`src/rtl/core/acm_pkg.sv`:
```
package acm_pkg;

  localparam int STORE_DEPTH  = 32;
  localparam int CHANNEL_CAP  = 100;
  localparam int ANODE_CAP    = 80;
  localparam int ANODE_GROUPS = 10;
  localparam int MAX_RESULTS  = 33;
  localparam int NCHANNELS    = 40;
  localparam int NANODES      = 10;

  localparam int CNT_W  = $clog2(STORE_DEPTH + 1);
  localparam int IDX_W  = $clog2(NCHANNELS);
  localparam int EMIT_W = $clog2(MAX_RESULTS);
  localparam int KID_W  = $clog2(NANODES);

  // config port
  localparam int CFG_IW = 3;
  localparam int CFG_DW = 21;
  localparam logic [CFG_IW-1:0] CFG_THR   = 3'd0;
  localparam logic [CFG_IW-1:0] CFG_WIN   = 3'd1;
  localparam logic [CFG_IW-1:0] CFG_OFF   = 3'd2;
  localparam logic [CFG_IW-1:0] CFG_LIM   = 3'd3;
  localparam logic [CFG_IW-1:0] CFG_EARLY = 3'd4;

  localparam logic [14:0]        THR_RST   = 15'd0;
  localparam logic [19:0]        WIN_RST   = 20'd2000;
  localparam logic signed [15:0] OFF_RST   = 16'sd120;
  localparam logic [6:0]         LIM_RST   = 7'd63;
  localparam logic signed [20:0] EARLY_RST = -21'sd7200;

  // opcodes
  localparam logic [1:0] OP_START = 2'd0;
  localparam logic [1:0] OP_LOAD  = 2'd1;
  localparam logic [1:0] OP_ANODE = 2'd2;

  // result kinds
  localparam logic KIND_MATCH   = 1'b0;
  localparam logic KIND_VERDICT = 1'b1;

  typedef struct packed {
    logic [6:0]  chan;
    logic [31:0] tval;
    logic [15:0] amp;
  } entry_t;

  typedef struct packed {
    logic [6:0]       base_chan;
    logic [IDX_W-1:0] base_idx;
    logic             grp_ok;
    logic [31:0]      t;
    logic [32:0]      hi;
  } anode_t;

  typedef struct packed {
    logic adv;
    logic slot_vld;
    logic clr_bunch;
    logic new_hit;
  } mctl_t;

  typedef struct packed {
    logic   vld;
    entry_t ent;
  } mres_t;

  // channel 1..99 with ones digit 1..4
  function automatic logic chan_ok(input logic [6:0] ch);
    logic ok;
    ok = 1'b0;
    for (int k = 0; k < 10; k++) begin
      if (ch >= 7'(10 * k + 1) && ch <= 7'(10 * k + 4)) begin
        ok = 1'b1;
      end
    end
    return ok;
  endfunction

endpackage

```
`src/rtl/core/acm_cell.sv`:
```
module acm_cell (
  input  logic            clk,
  input  logic            shift_en,
  input  acm_pkg::entry_t d,
  output acm_pkg::entry_t q
);
  import acm_pkg::*;

  entry_t ent_r;

  always_ff @(posedge clk) begin
    if (shift_en) begin
      ent_r <= d;
    end
  end

  assign q = ent_r;

endmodule

```
`src/rtl/core/acm_chain.sv`:
```
module acm_chain (
  input  logic            clk,
  input  logic            shift_en,
  input  logic            load,
  input  acm_pkg::entry_t load_ent,
  output acm_pkg::entry_t head
);
  import acm_pkg::*;

  entry_t q [STORE_DEPTH];
  entry_t tail_in;

  // new words enter at the tail; otherwise the head wraps around
  assign tail_in = load ? load_ent : q[0];

  for (genvar k = 0; k < STORE_DEPTH; k++) begin : g_cell
    if (k == STORE_DEPTH - 1) begin : g_tail
      acm_cell u_cell (.clk(clk), .shift_en(shift_en), .d(tail_in), .q(q[k]));
    end else begin : g_mid
      acm_cell u_cell (.clk(clk), .shift_en(shift_en), .d(q[k+1]), .q(q[k]));
    end
  end

  assign head = q[0];

endmodule

```
`src/rtl/core/acm_match.sv`:
```
module acm_match (
  input  logic            clk,
  input  logic            rst_n,
  input  acm_pkg::mctl_t  ctl,
  input  acm_pkg::anode_t anode,
  input  acm_pkg::entry_t head,
  output acm_pkg::mres_t  res,
  output logic            matched
);
  import acm_pkg::*;

  logic                   in_grp;
  logic                   in_win;
  logic                   hit_a;
  logic [IDX_W-1:0]       idx_a;
  logic signed [32:0]     ht;
  logic signed [32:0]     at;
  logic signed [32:0]     hi;

  logic                   b_vld_r;
  logic [IDX_W-1:0]       b_idx_r;
  entry_t                 b_ent_r;
  logic [6:0]             rd_cnt_r;
  logic                   rd_vld_r;
  logic                   fwd_vld_r;
  logic [IDX_W-1:0]       fwd_idx_r;
  logic [6:0]             fwd_cnt_r;
  logic                   matched_r;
  logic [EMIT_W-1:0]      emit_cnt_r;

  logic [6:0]             cnt_mem [NCHANNELS];
  logic [NCHANNELS-1:0]   cnt_vld_r;

  logic [6:0]             cur;
  logic                   wr;
  logic                   emit;

  // stage A: test the head cell against the anode group and window
  assign ht = $signed({head.tval[31], head.tval});
  assign at = $signed({anode.t[31], anode.t});
  assign hi = $signed(anode.hi);

  assign in_grp = anode.grp_ok && head.chan >= anode.base_chan + 7'd1 &&
                  head.chan <= anode.base_chan + 7'd4;
  assign in_win = ht >= at && ht <= hi;
  assign hit_a  = ctl.slot_vld && in_grp && in_win;
  assign idx_a  = anode.base_idx + IDX_W'(head.chan - anode.base_chan - 7'd1);

  // stage B: per-channel count, with bypass of last cycle's write
  assign cur  = (fwd_vld_r && fwd_idx_r == b_idx_r) ? fwd_cnt_r :
                (rd_vld_r ? rd_cnt_r : 7'd0);
  assign wr   = b_vld_r && cur < 7'(CHANNEL_CAP);
  assign emit = wr && emit_cnt_r < EMIT_W'(MAX_RESULTS - 1);

  always_ff @(posedge clk) begin
    if (ctl.adv) begin
      if (wr) begin
        cnt_mem[b_idx_r] <= cur + 7'd1;
      end
      rd_cnt_r <= cnt_mem[idx_a];
    end
  end

  always_ff @(posedge clk) begin
    if (ctl.adv) begin
      b_idx_r   <= idx_a;
      b_ent_r   <= head;
      rd_vld_r  <= cnt_vld_r[idx_a];
      fwd_idx_r <= b_idx_r;
      fwd_cnt_r <= cur + 7'd1;
    end
  end

  always_ff @(posedge clk) begin
    if (!rst_n) begin
      cnt_vld_r  <= '0;
      fwd_vld_r  <= 1'b0;
      b_vld_r    <= 1'b0;
      matched_r  <= 1'b0;
      emit_cnt_r <= '0;
    end else begin
      if (ctl.clr_bunch) begin
        cnt_vld_r <= '0;
        fwd_vld_r <= 1'b0;
      end else if (ctl.adv) begin
        if (wr) begin
          cnt_vld_r[b_idx_r] <= 1'b1;
        end
        fwd_vld_r <= wr;
      end
      if (ctl.new_hit) begin
        b_vld_r    <= 1'b0;
        matched_r  <= 1'b0;
        emit_cnt_r <= '0;
      end else if (ctl.adv) begin
        b_vld_r <= hit_a;
        if (hit_a) begin
          matched_r <= 1'b1;
        end
        if (emit) begin
          emit_cnt_r <= emit_cnt_r + EMIT_W'(1);
        end
      end
    end
  end

  assign res.vld = emit;
  assign res.ent = b_ent_r;
  assign matched = matched_r;

endmodule

```
`src/rtl/core/anode_cathode_coincidence_matcher.sv`:
```
// Channel   Direction  Handshake              Words
// in_       input      in_valid / in_ready    start bunch, cathode load, anode hit
// out_      output     out_valid / out_ready  matched cathodes, then one verdict
// cfg_      input      cfg_valid / cfg_ready  register writes, index + data
//
// Start and load words are accepted back to back while no anode hit is in progress.
// An anode hit runs from accept to its verdict in the output register as follows:
// the cathode chain rotates one cell per cycle, unless out_ready stalls, past a
// single compare head, plus one stage for the channel-count memory read and one for the verdict.
// A stalled out_ready freezes the scan of the chain and the match pipeline in place.
// rst_n (synchronous) empties the store, clears counters and overflow, loads
// the register defaults. Config is always ready.
module anode_cathode_coincidence_matcher (
  input  logic                          clk,
  input  logic                          rst_n,

  input  logic                          in_valid,
  output logic                          in_ready,
  input  logic [1:0]                    in_op,
  input  logic [6:0]                    in_detector_number,
  input  logic signed [31:0]            in_hit_time,
  input  logic signed [15:0]            in_amplitude,

  output logic                          out_valid,
  input  logic                          out_ready,
  output logic                          out_kind,
  output logic [6:0]                    out_channel,
  output logic signed [31:0]            out_time_value,
  output logic signed [15:0]            out_amplitude_value,
  output logic                          out_anode_kept,
  output logic                          out_store_overflowed,
  output logic                          out_last,

  input  logic                          cfg_valid,
  output logic                          cfg_ready,
  input  logic [acm_pkg::CFG_IW-1:0]    cfg_index,
  input  logic [acm_pkg::CFG_DW-1:0]    cfg_data
);
  import acm_pkg::*;

  localparam logic [1:0] ST_IDLE  = 2'd0;
  localparam logic [1:0] ST_SCAN  = 2'd1;
  localparam logic [1:0] ST_DRAIN = 2'd2;
  localparam logic [1:0] ST_VERD  = 2'd3;

  // config registers
  logic [14:0]        thr_r;
  logic [19:0]        win_r;
  logic signed [15:0] off_r;
  logic [6:0]         lim_r;
  logic signed [20:0] early_r;

  // bunch state
  logic [CNT_W-1:0]   count_r;
  logic [31:0]        ref_r;
  logic               ovf_r;
  logic [6:0]         kept_cnt_r [NANODES];

  // anode hit in progress
  logic [1:0]         state_r;
  logic [1:0]         state_nxt;
  logic [CNT_W-1:0]   step_r;
  anode_t             anode_r;
  logic [6:0]         an_det_r;
  logic [15:0]        an_amp_r;

  // output register
  logic               out_valid_r;
  logic               out_valid_nxt;
  logic               out_kind_r;
  logic [6:0]         out_chan_r;
  logic [31:0]        out_time_r;
  logic [15:0]        out_amp_r;
  logic               out_kept_r;
  logic               out_ovf_r;
  logic               out_last_r;

  logic               accept;
  logic               adv;
  logic               busy;

  // cathode correction
  logic signed [32:0] diff;
  logic signed [33:0] ct_wide;
  logic [31:0]        ct_sat;
  logic [15:0]        mag;
  logic               pass;
  logic               do_load;
  logic               do_ovf;
  entry_t             load_ent;

  // anode setup
  anode_t             anode_new;
  logic               slot_vld;
  logic               scan_last;
  logic [KID_W-1:0]   kid;
  logic               kept;

  entry_t             head;
  mctl_t              mctl;
  mres_t              mres;
  logic               matched;

  assign accept    = in_valid && in_ready;
  assign in_ready  = (state_r == ST_IDLE);
  assign cfg_ready = 1'b1;
  assign adv       = !out_valid_r || out_ready;
  assign busy      = (state_r != ST_IDLE);

  // corrected time, computed exactly then saturated to 32 bits
  assign diff    = $signed({in_hit_time[31], in_hit_time}) - $signed({ref_r[31], ref_r});
  assign ct_wide = $signed({diff[32], diff}) +
                   ((in_detector_number < lim_r) ?
                    $signed({{18{off_r[15]}}, off_r}) : 34'sd0);

  always_comb begin
    if (ct_wide[33:31] == 3'b000 || ct_wide[33:31] == 3'b111) begin
      ct_sat = ct_wide[31:0];
    end else if (ct_wide[33]) begin
      ct_sat = 32'h8000_0000;
    end else begin
      ct_sat = 32'h7FFF_FFFF;
    end
  end

  assign mag  = in_amplitude[15] ? (~in_amplitude + 16'd1) : in_amplitude;
  assign pass = (mag > {1'b0, thr_r}) &&
                ($signed(ct_sat) > $signed({{11{early_r[20]}}, early_r})) &&
                chan_ok(in_detector_number);

  assign do_load = accept && in_op == OP_LOAD && pass && count_r < CNT_W'(STORE_DEPTH);
  assign do_ovf  = accept && in_op == OP_LOAD && pass && count_r >= CNT_W'(STORE_DEPTH);

  assign load_ent.chan = in_detector_number;
  assign load_ent.tval = ct_sat;
  assign load_ent.amp  = in_amplitude;

  // anode group: channels 10*a+1 .. 10*a+4, count index 4*a .. 4*a+3
  assign anode_new.grp_ok    = in_detector_number < 7'(ANODE_GROUPS);
  assign anode_new.base_chan = 7'({in_detector_number, 3'b000} + {3'b000, in_detector_number, 1'b0});
  assign anode_new.base_idx  = IDX_W'({in_detector_number, 2'b00});
  assign anode_new.t         = in_hit_time;
  assign anode_new.hi        = $signed({in_hit_time[31], in_hit_time}) + $signed({13'd0, win_r});

  // chain holds the newest count_r words at its tail end; a scan rotates it
  // a full turn, so head slots before that region are empty
  assign slot_vld  = (state_r == ST_SCAN) &&
                     ({1'b0, step_r} + {1'b0, count_r} >= (CNT_W+1)'(STORE_DEPTH));
  assign scan_last = (step_r == CNT_W'(STORE_DEPTH - 1));

  assign kid  = anode_r.grp_ok ? an_det_r[KID_W-1:0] : '0;
  assign kept = anode_r.grp_ok && matched && kept_cnt_r[kid] < 7'(ANODE_CAP);

  assign mctl.adv       = adv && busy;
  assign mctl.slot_vld  = slot_vld;
  assign mctl.clr_bunch = accept && in_op == OP_START;
  assign mctl.new_hit   = accept && in_op == OP_ANODE;

  acm_chain u_chain (
    .clk      (clk),
    .shift_en (do_load || (state_r == ST_SCAN && adv)),
    .load     (do_load),
    .load_ent (load_ent),
    .head     (head)
  );

  acm_match u_match (
    .clk     (clk),
    .rst_n   (rst_n),
    .ctl     (mctl),
    .anode   (anode_r),
    .head    (head),
    .res     (mres),
    .matched (matched)
  );

  always_comb begin
    state_nxt = state_r;
    case (state_r)
      ST_IDLE: begin
        if (accept && in_op == OP_ANODE) begin
          state_nxt = ST_SCAN;
        end
      end
      ST_SCAN: begin
        if (adv && scan_last) begin
          state_nxt = ST_DRAIN;
        end
      end
      ST_DRAIN: begin
        if (adv) begin
          state_nxt = ST_VERD;
        end
      end
      ST_VERD: begin
        if (adv) begin
          state_nxt = ST_IDLE;
        end
      end
      default: begin
        state_nxt = ST_IDLE;
      end
    endcase
  end

  always_comb begin
    out_valid_nxt = out_valid_r;
    if (adv) begin
      case (state_r)
        ST_SCAN, ST_DRAIN: out_valid_nxt = mres.vld;
        ST_VERD:           out_valid_nxt = 1'b1;
        default:           out_valid_nxt = 1'b0;
      endcase
    end
  end

  // control state
  always_ff @(posedge clk) begin
    if (!rst_n) begin
      thr_r       <= THR_RST;
      win_r       <= WIN_RST;
      off_r       <= OFF_RST;
      lim_r       <= LIM_RST;
      early_r     <= EARLY_RST;
      count_r     <= '0;
      ref_r       <= '0;
      ovf_r       <= 1'b0;
      state_r     <= ST_IDLE;
      step_r      <= '0;
      out_valid_r <= 1'b0;
      for (int i = 0; i < NANODES; i++) begin
        kept_cnt_r[i] <= '0;
      end
    end else begin
      state_r     <= state_nxt;
      out_valid_r <= out_valid_nxt;

      if (cfg_valid && cfg_ready) begin
        case (cfg_index)
          CFG_THR:   thr_r   <= cfg_data[14:0];
          CFG_WIN:   win_r   <= cfg_data[19:0];
          CFG_OFF:   off_r   <= cfg_data[15:0];
          CFG_LIM:   lim_r   <= cfg_data[6:0];
          CFG_EARLY: early_r <= cfg_data[20:0];
          default: ;
        endcase
      end

      if (accept && in_op == OP_START) begin
        count_r <= '0;
        ref_r   <= in_hit_time;
        ovf_r   <= 1'b0;
        for (int i = 0; i < NANODES; i++) begin
          kept_cnt_r[i] <= '0;
        end
      end
      if (do_load) begin
        count_r <= count_r + CNT_W'(1);
      end
      if (do_ovf) begin
        ovf_r <= 1'b1;
      end

      if (accept && in_op == OP_ANODE) begin
        step_r <= '0;
      end else if (state_r == ST_SCAN && adv) begin
        step_r <= step_r + CNT_W'(1);
      end

      if (state_r == ST_VERD && adv && kept) begin
        kept_cnt_r[kid] <= kept_cnt_r[kid] + 7'd1;
      end
    end
  end

  // payload; the overflow flag is captured with the word so that a start or
  // load taken while the verdict waits cannot change it
  always_ff @(posedge clk) begin
    if (accept && in_op == OP_ANODE) begin
      anode_r  <= anode_new;
      an_det_r <= in_detector_number;
      an_amp_r <= in_amplitude;
    end
    if (adv) begin
      out_ovf_r <= ovf_r;
      if (state_r == ST_VERD) begin
        out_kind_r <= KIND_VERDICT;
        out_chan_r <= an_det_r;
        out_time_r <= anode_r.t;
        out_amp_r  <= an_amp_r;
        out_kept_r <= kept;
        out_last_r <= 1'b1;
      end else begin
        out_kind_r <= KIND_MATCH;
        out_chan_r <= mres.ent.chan;
        out_time_r <= mres.ent.tval;
        out_amp_r  <= mres.ent.amp;
        out_kept_r <= 1'b0;
        out_last_r <= 1'b0;
      end
    end
  end

  assign out_valid            = out_valid_r;
  assign out_kind             = out_kind_r;
  assign out_channel          = out_chan_r;
  assign out_time_value       = out_time_r;
  assign out_amplitude_value  = out_amp_r;
  assign out_anode_kept       = out_kept_r;
  assign out_store_overflowed = out_ovf_r;
  assign out_last             = out_last_r;

endmodule

```
`config.mk`:
```
export PLATFORM = sky130hd
export DESIGN_NAME = anode_cathode_coincidence_matcher
export DESIGN_NICKNAME = d
export VERILOG_FILES = /design/src/rtl/core/acm_pkg.sv /design/src/rtl/core/acm_cell.sv /design/src/rtl/core/acm_chain.sv /design/src/rtl/core/acm_match.sv /design/src/rtl/core/anode_cathode_coincidence_matcher.sv
export SDC_FILE = /design/constraint.sdc
export NUM_CORES = 2
export LEC_CHECK = 0
export BUFFER_PORTS_ARGS = -buffer_cell sky130_fd_sc_hd__buf_2
export CORE_UTILIZATION = 40
export DETAILED_ROUTE_END_ITERATION = 7
export SLEW_MARGIN = 40
export SYNTH_ARGS = -nofsm -noshare
export SYNTH_HDL_FRONTEND = slang
export SYNTH_SLANG_ARGS = --single-unit
export TNS_END_PERCENT = 30
```
`constraint.sdc`:
```
create_clock -name clk -period 144.4 [get_ports clk]
set_input_delay 21.66 -clock clk [delete_from_list [all_inputs] [get_ports clk]]
set_output_delay 21.66 -clock clk [all_outputs]
set_load 0.1 [all_outputs]
```
=== Word-level counts from Yosys, hierarchy flattened ===
Memory sizes are Yosys's and may differ from the RTL's. A register that Yosys moved wholly into a read port is not among the register bits.
Index checks and enable logic that the tools add are counted.

* Add/sub/neg operators: 16
* Magnitude comparators: 37
* Equal/unequal tests: 16
* Mux-type cells: 59
* Bitwise gates (word level): 13
* Reductions and logical operators: 60

{| class="wikitable"
|+ Operators by type and width
! operator !! count
|-
| two-way mux 7 bit || 14
|-
| two-way mux 32 bit || 3
|-
| two-way mux 55 bit || 1
|-
| bitwise OR 40 bit || 1
|-
| logical AND 1 bit || 36
|-
| adder 33 x 34 -> 34 bit || 1
|-
| two-way mux 34 bit || 1
|-
| adder 32 x 21 -> 33 bit || 1
|-
| <= comparator 32 x 33 -> 1 bit || 1
|-
| subtractor 32 x 32 -> 33 bit || 1
|-
| >= comparator 32 bit || 1
|-
| > comparator 32 x 21 -> 1 bit || 1
|-
| two-way mux 16 bit || 2
|-
| >= comparator 7 x 6 -> 1 bit (second input constant) || 4
|-
| <= comparator 7 bit (second input constant) || 4
|-
| two-way mux 1 bit || 26
|-
| adder 7 x 1 -> 7 bit (second input constant) || 3
|-
| >= comparator 7 bit (second input constant) || 3
|-
| <= comparator 7 x 6 -> 1 bit (second input constant) || 3
|-
| adder 6 x 1 -> 6 bit (second input constant) || 3
|-
| adder 16 x 1 -> 16 bit (second input constant) || 1
|-
| > comparator 16 x 15 -> 1 bit || 1
|-
| NOT 16 bit || 1
|-
| AND reduction 2 bit || 8
|-
| other kinds (47) || 80
|}

* Bits in registers: 2169
* Bits in writable memories: 350
* Output and inout port bits: 62
* Logic and storage cells: 335
* Memories: 2

{| class="wikitable"
|+ Memories
! name !! depth !! width !! read ports !! clocked after memory_dff !! wr ports !! line !! RTL
|-
| u_match.cnt_mem || 40 || 7 || 1 || 1 || 1 || acm_match.sv:31 || <nowiki>logic [6:0] cnt_mem [NCHANNELS];</nowiki>
|-
| kept_cnt_r || 10 || 7 || 1 || 0 || 10 || anode_cathode_coincidence_matcher.sv:57 || <nowiki>logic [6:0] kept_cnt_r [NANODES];</nowiki>
|}

=== Longest topological paths before layout ===
* Depth after elaboration: 16
* Gate-level depth with buffers: 41

=== Cells and area by module ===
From an unflattened synthesis, not the netlist that was laid out.

* Cells, all modules: 5110
* Area, all modules: 93427.1 um^2

{| class="wikitable"
|+ Modules (own cells, without submodules)
! module !! instances !! cells an instance !! area each (um^2) !! sequential area each (um^2)
|-
| acm_cell || 32 || 55 || 1651.6 || 1651.6
|-
| anode_cathode_coincidence_matcher || 1 || 2090 || 21503.1 || 10440.0
|-
| acm_match || 1 || 1199 || 18154.9 || 11851.4
|-
| acm_chain || 1 || 61 || 918.4 || 0.0
|}

=== Least setup slack after synthesis ===
No wires, ideal clock.

* Path type: input to register
* Start: input in_detector_number[1]
* End: register u_chain.g_cell[0].g_mid.u_cell.ent_r (netlist bit u_chain.g_cell[0].g_mid.u_cell.q[0]), enable pin
* Library setup time: 11.977 ns
* Arrival time: 57.014 ns
* Required time: 132.423 ns
* Slack: 75.409 ns
* Stages: 38
* Path buffers: 6
* Cell sequence: ha_1 > a21boi_0 > o21ai_0 > nand2b_1 > a21oi_1 > nor2b_1 > o21ai_0 > nand2b_1 > a21oi_1 > nand2_1 > fa_1 > inv_1 > ha_1 > clkbuf_1 > a21o_1 > a21o_1 > a21o_1 > nand3b_1 > (+2 left out) > nor3b_1 > o22ai_1 > clkbuf_1 > clkbuf_1 > nor2_1 > ha_1 > a21o_1 > a21o_1 > a21oi_1 > o21ai_0 > a21oi_1 > o2111ai_1 > o22ai_1 > or2_0 > clkbuf_1 > buf_2 > clkbuf_1 > nand2_1

* Longest elaborated chain between the ends: 16
* Elaborated cells between the ends (all ways): 54
* Classes of those cells: add/sub (1); order compare (22); eq/ne (1); mux (13); reduce/logical (17)

{| class="wikitable"
|+ Ends and longest elaborated chain
! item !! line !! RTL
|-
| from (decl) || anode_cathode_coincidence_matcher.sv:20 || <nowiki>input logic [6:0] in_detector_number,</nowiki>
|-
| branches (longest 12 deep; another with adder 33 x 34 -> 34 bit) || - ||
|-
| logical AND 1 bit (*) || anode_cathode_coincidence_matcher.sv:128 || <nowiki>($signed(ct_sat) > $signed({{11{early_r[20]}}, early_r})) &&</nowiki>
|-
| logical AND 1 bit (*) (2 in series) || anode_cathode_coincidence_matcher.sv:131 || <nowiki>assign do_load = accept && in_op == OP_LOAD && pass && count_r < CNT_W'(STORE_DEPTH);</nowiki>
|-
| logical OR 1 bit (*) || anode_cathode_coincidence_matcher.sv:161 || <nowiki>.shift_en (do_load || (state_r == ST_SCAN && adv)),</nowiki>
|-
| named net u_chain.g_cell[0].g_mid.u_cell.shift_en || acm_cell.sv:3 || <nowiki>input logic shift_en,</nowiki>
|-
| to (signal assigned) || acm_cell.sv:13 || <nowiki>ent_r <= d;</nowiki>
|-
| to (decl) || acm_cell.sv:9 || <nowiki>entry_t ent_r;</nowiki>
|}

Mark *: on every way through the listed nets, which the timed path passes.
A chain may end at the register's enable or synchronous reset.

=== Worst setup path in the final report ===
* Start: input in_detector_number[1]
* End: register u_chain.g_cell[3].g_mid.u_cell.ent_r (netlist bit u_chain.g_cell[3].g_mid.u_cell.q[51]), enable pin

* Longest elaborated chain between the ends: 16
* Elaborated cells between the ends (all ways): 54
* Classes of those cells: add/sub (1); order compare (22); eq/ne (1); mux (13); reduce/logical (17)

{| class="wikitable"
|+ Ends and longest elaborated chain
! item !! line
|-
| branches (longest 12 deep; another with adder 33 x 34 -> 34 bit) || -
|-
| logical AND 1 bit (*) || anode_cathode_coincidence_matcher.sv:128
|-
| logical AND 1 bit (*) (2 in series) || anode_cathode_coincidence_matcher.sv:131
|-
| logical OR 1 bit (*) || anode_cathode_coincidence_matcher.sv:161
|-
| named net u_chain.g_cell[0].g_mid.u_cell.shift_en || acm_cell.sv:3
|-
| to (signal assigned) || acm_cell.sv:13
|-
| to (decl) || acm_cell.sv:9
|}

Marked as above.

==> results.toml <==
[power_and_ir_drop]
cellLeakagePower_nw = 36.17
power_density_mw_per_mm2 = 18.97
intPower_mw = 1.478
combPwrFrac_pct = 14.4
peakVddDrop_mv = 0.01226
clkPwrFrac_pct = 33.1
power_switching_mw = 0.5332
p_sw_share_pct = 26.51
pwr-share-seq_pct = 52.5

[routing]
first_pass_iters = 5
drc = 0
drtIter0Drc = 3779
via_per_inst = 5.025
vias = 43160
routedWlPerCell_um = 21.14
detail-route-antenna-nets = 0
wirelength_mm = 181.6

[floorplanning]
rows = 176
io_pins = 148
die_w_um = 482.9
fp.dieH_um = 482.9
start_util_pct = 40.24
core_sq_mm = 0.2299
die_area_sq_mm = 0.2332

[setup_path]
cp-endpoint = "u_chain.g_cell[3].g_mid.u_cell.q[51]"
cp_common_cell = "buf_12"
critPathArrivalTime_ns = 32.51
required_ns = 144.94
reg2reg_depth = 39
worst_path_max_delay_cell = "fa_1"
worstSetupPathType = "input pin to register"
critPathMaxFanout = 112
r2r-end = "u_chain.g_cell[3].g_mid.u_cell.q[51]"
cp_slowest_stage_delay_ns = 0.62
startpoint_type = "input pin"
rrSetupSlack_ns = 132.77
critPathLaunch = "in_detector_number[1]"
r2r-start = "lim_r[1]"
setup.worst_path.end_class = "register"

[synth]
synthTopCellsByArea = "edfxtp_1 77%, dfxtp_1 3.8%, ha_1 2.9%, mux4_2 2.4%, nand2_1 1.5%"
synth.cell_area_sq_mm = 0.09250
syn-num-nets = 5357
synth_area_leader_cell = "edfxtp_1"
synth_flop_cell = "edfxtp_1"
yosysSeqAreaShare_pct = 81.23
post_synth_inst_count = 5020
yosysTopAreaCellShare_pct = 77.42
synthArstFlopShare_pct = 0
synth_edf_count = 2385
ys_warn_count = 0
ys_ff_latch = 2561
synth.distinct_cells = 76
syn_area_per_cell_sq_um = 18.43

[worst_hold_path]
min_path_type = "register to register"

[global_route]
grt_pass1_wl_mm = 270.6
grtUsageTotal_pct = 15.57
grt-ovfl-total = 0
antenna_found_initial = 9
grt_pass1_vias = 42260
grt_max_degree = 113

[final_layout]
fin_cells = 8588
area_growth_pct = 14.61
layout_commonest_cell = "edfxtp_1"
utilization_pct = 46.12
layout_common_cells = "2385 x edfxtp_1, 357 x nand2_1, 282 x clkbuf_16"
stdcell_area_sq_mm = 0.1060
drive_gt1_share_pct = 14.99
fin_nets = 5704

[clock_network]
clock_latency_ns = 0.93
ctsHoldBuffers = 0
cts_resized = 0
ctsHtreeMaxLevel = 5
clk_pin_slew_ns = 0.06
cts_setup_buffers = 0
cts_tree = "done"
cts_root_buf = "clkbuf_16"
numCtsBuffers = 278
clock_sinks = 2561
cts_buffer_depth = 4

[timing]
final.setup.worst_slack_ns = 112.43
timing.slew.headroom_pct = 42.46
worst_clock_skew_ns = 0.08270
finalSetupTns_ns = 0
setup_viol_count_final = 0
finalHoldViolCount = 0
finalCritPeriodShare_pct = 22.14
rsz0062_at_grt = "false"
finalMaxSlewViolations = 0
timing.fmax_mhz = 31.28
fin_crit_ns = 31.97
worst_pin_slew_ns = 0.8600

[status]
status = "complete, no violations"

[placement]
dp.cells = 8112
place_worst_setup_slack_ns = 110.94
gp_congestion = 0.8720
dpl-instance-area_sq_mm = 0.09740
post-dp-hpwl_mm = 115.6
port_buffers = 146

[run]
drv_cap = 0
power groups by stage:
stage	logic, mW	registers [mW]	clock network, mW
3_5_place_dp	0.292	1.07	0
6_report	0.289	1.06	0.666
5_1_grt	0.313	1.07	0.715
2_1_floorplan	0.155	1.43	0
4_1_cts	0.292	1.06	0.686
3_3_place_gp	0.277	1.07	0
stage by stage:
stage / hold WS (ns) / power (mW)
2_1_floorplan: 0.4003 / 1.582
3_3_place_gp: 0.4002 / 1.348
3_5_place_dp: 0.4045 / 1.362
4_1_cts: 0.3548 / 2.038
5_1_grt: 0.3668 / 2.096
6_report: 0.3633 / 2.011
area by class of cell:
type,instances,area (sq um)
Sequential cell,2561,75140
Fill cell,19480,123900
Clock inverter,118,1016
Antenna cell,6,15.01
Timing Repair Buffer,202,1496
Multi-Input combinational cell,2049,16040
Tap cell,3026,3786
Inverter,275,1037
Clock buffer,351,7486
critical path, delay by kind of cell:
kind | cells | cell delay, ns
compound gates | 15 | 3.35
buf+inv | 10 | 3.17
simple gates | 10 | 2.37
fa+ha+maj | 4 | 1.62
cell families (layout without fill, tap and decap cells):
family	Yosys count	count (layout)	synth area share, %
flops	2561	2561	81.23
simple gates	875	875	4.272
compound gates	605	605	4.359
buf+inv	410	946	1.708
fa+ha+maj	251	251	3.712
mux	214	214	3.739
xor+xnor	103	103	0.9752
other cells	1	7	0.004054
worst min path at each step:
stage	cells after the start	slack, ns	start	endpoint
after detailed placement	0	0.40	u_chain.g_cell[12].g_mid.u_cell.q[11]	u_chain.g_cell[11].g_mid.u_cell.q[11]
after global placement	0	0.40	u_chain.g_cell[16].g_mid.u_cell.q[22]	u_chain.g_cell[15].g_mid.u_cell.q[22]
final	0	0.36	u_chain.g_cell[28].g_mid.u_cell.q[53]	u_chain.g_cell[27].g_mid.u_cell.q[53]
after global routing	0	0.37	u_chain.g_cell[18].g_mid.u_cell.q[52]	u_chain.g_cell[17].g_mid.u_cell.q[52]
after CTS	0	0.35	u_chain.g_cell[28].g_mid.u_cell.q[53]	u_chain.g_cell[27].g_mid.u_cell.q[53]
after floorplan	0	0.40	u_chain.g_cell[1].g_mid.u_cell.q[0]	u_chain.g_cell[0].g_mid.u_cell.q[0]
layer usage:
metal  vias to the layer above  wire [um]  GRT usage (%)  part of all wire, %
met1                     22010      84870          22.79                   47
met4                         4       6432          6.168                  3.5
li1                      19740          -              -                    -
met5                         -         27              0                0.015
met2                      1087      80910          22.99                   45
met3                       327       9337          2.902                  5.1
cells in the mapped netlist, drive strengths merged, types with 9 or more instances:
cell / instances
or2: 16
nor2b: 31
o211ai: 25
xor2: 29
nor2: 247
a21o: 61
clkbuf: 107
a22oi: 10
mux2i: 35
nand3: 55
buf: 28
nor4: 10
and3: 14
nor3: 26
inv: 274
nand2b: 26
o21a: 49
edfxtp: 2385
mux2: 82
o22ai: 23
o21ai: 125
nand4: 31
a21oi: 119
o21bai: 11
a221oi: 15
and2: 15
a211oi: 26
xnor2: 74
nand2: 360
dfxtp: 176
mux4: 97
a21boi: 91
or3: 9
nand3b: 14
ha: 212
fa: 39
registers in the layout (all words and copies together), names as in the netlist, 20 cells and up:
name / cells
kept_cnt_r: 112
win_r: 20
u_chain.g_cell.g_mid.u_cell.q: 1705
early_r: 21
u_match.cnt_vld_r: 40
out_time_value: 32
anode_r: 70
ref_r: 32
u_chain.g_cell.g_tail.u_cell.q: 55
u_match.res: 55
u_match.cnt_mem: 280
Note: power is estimated with default switching activity, not from simulation.
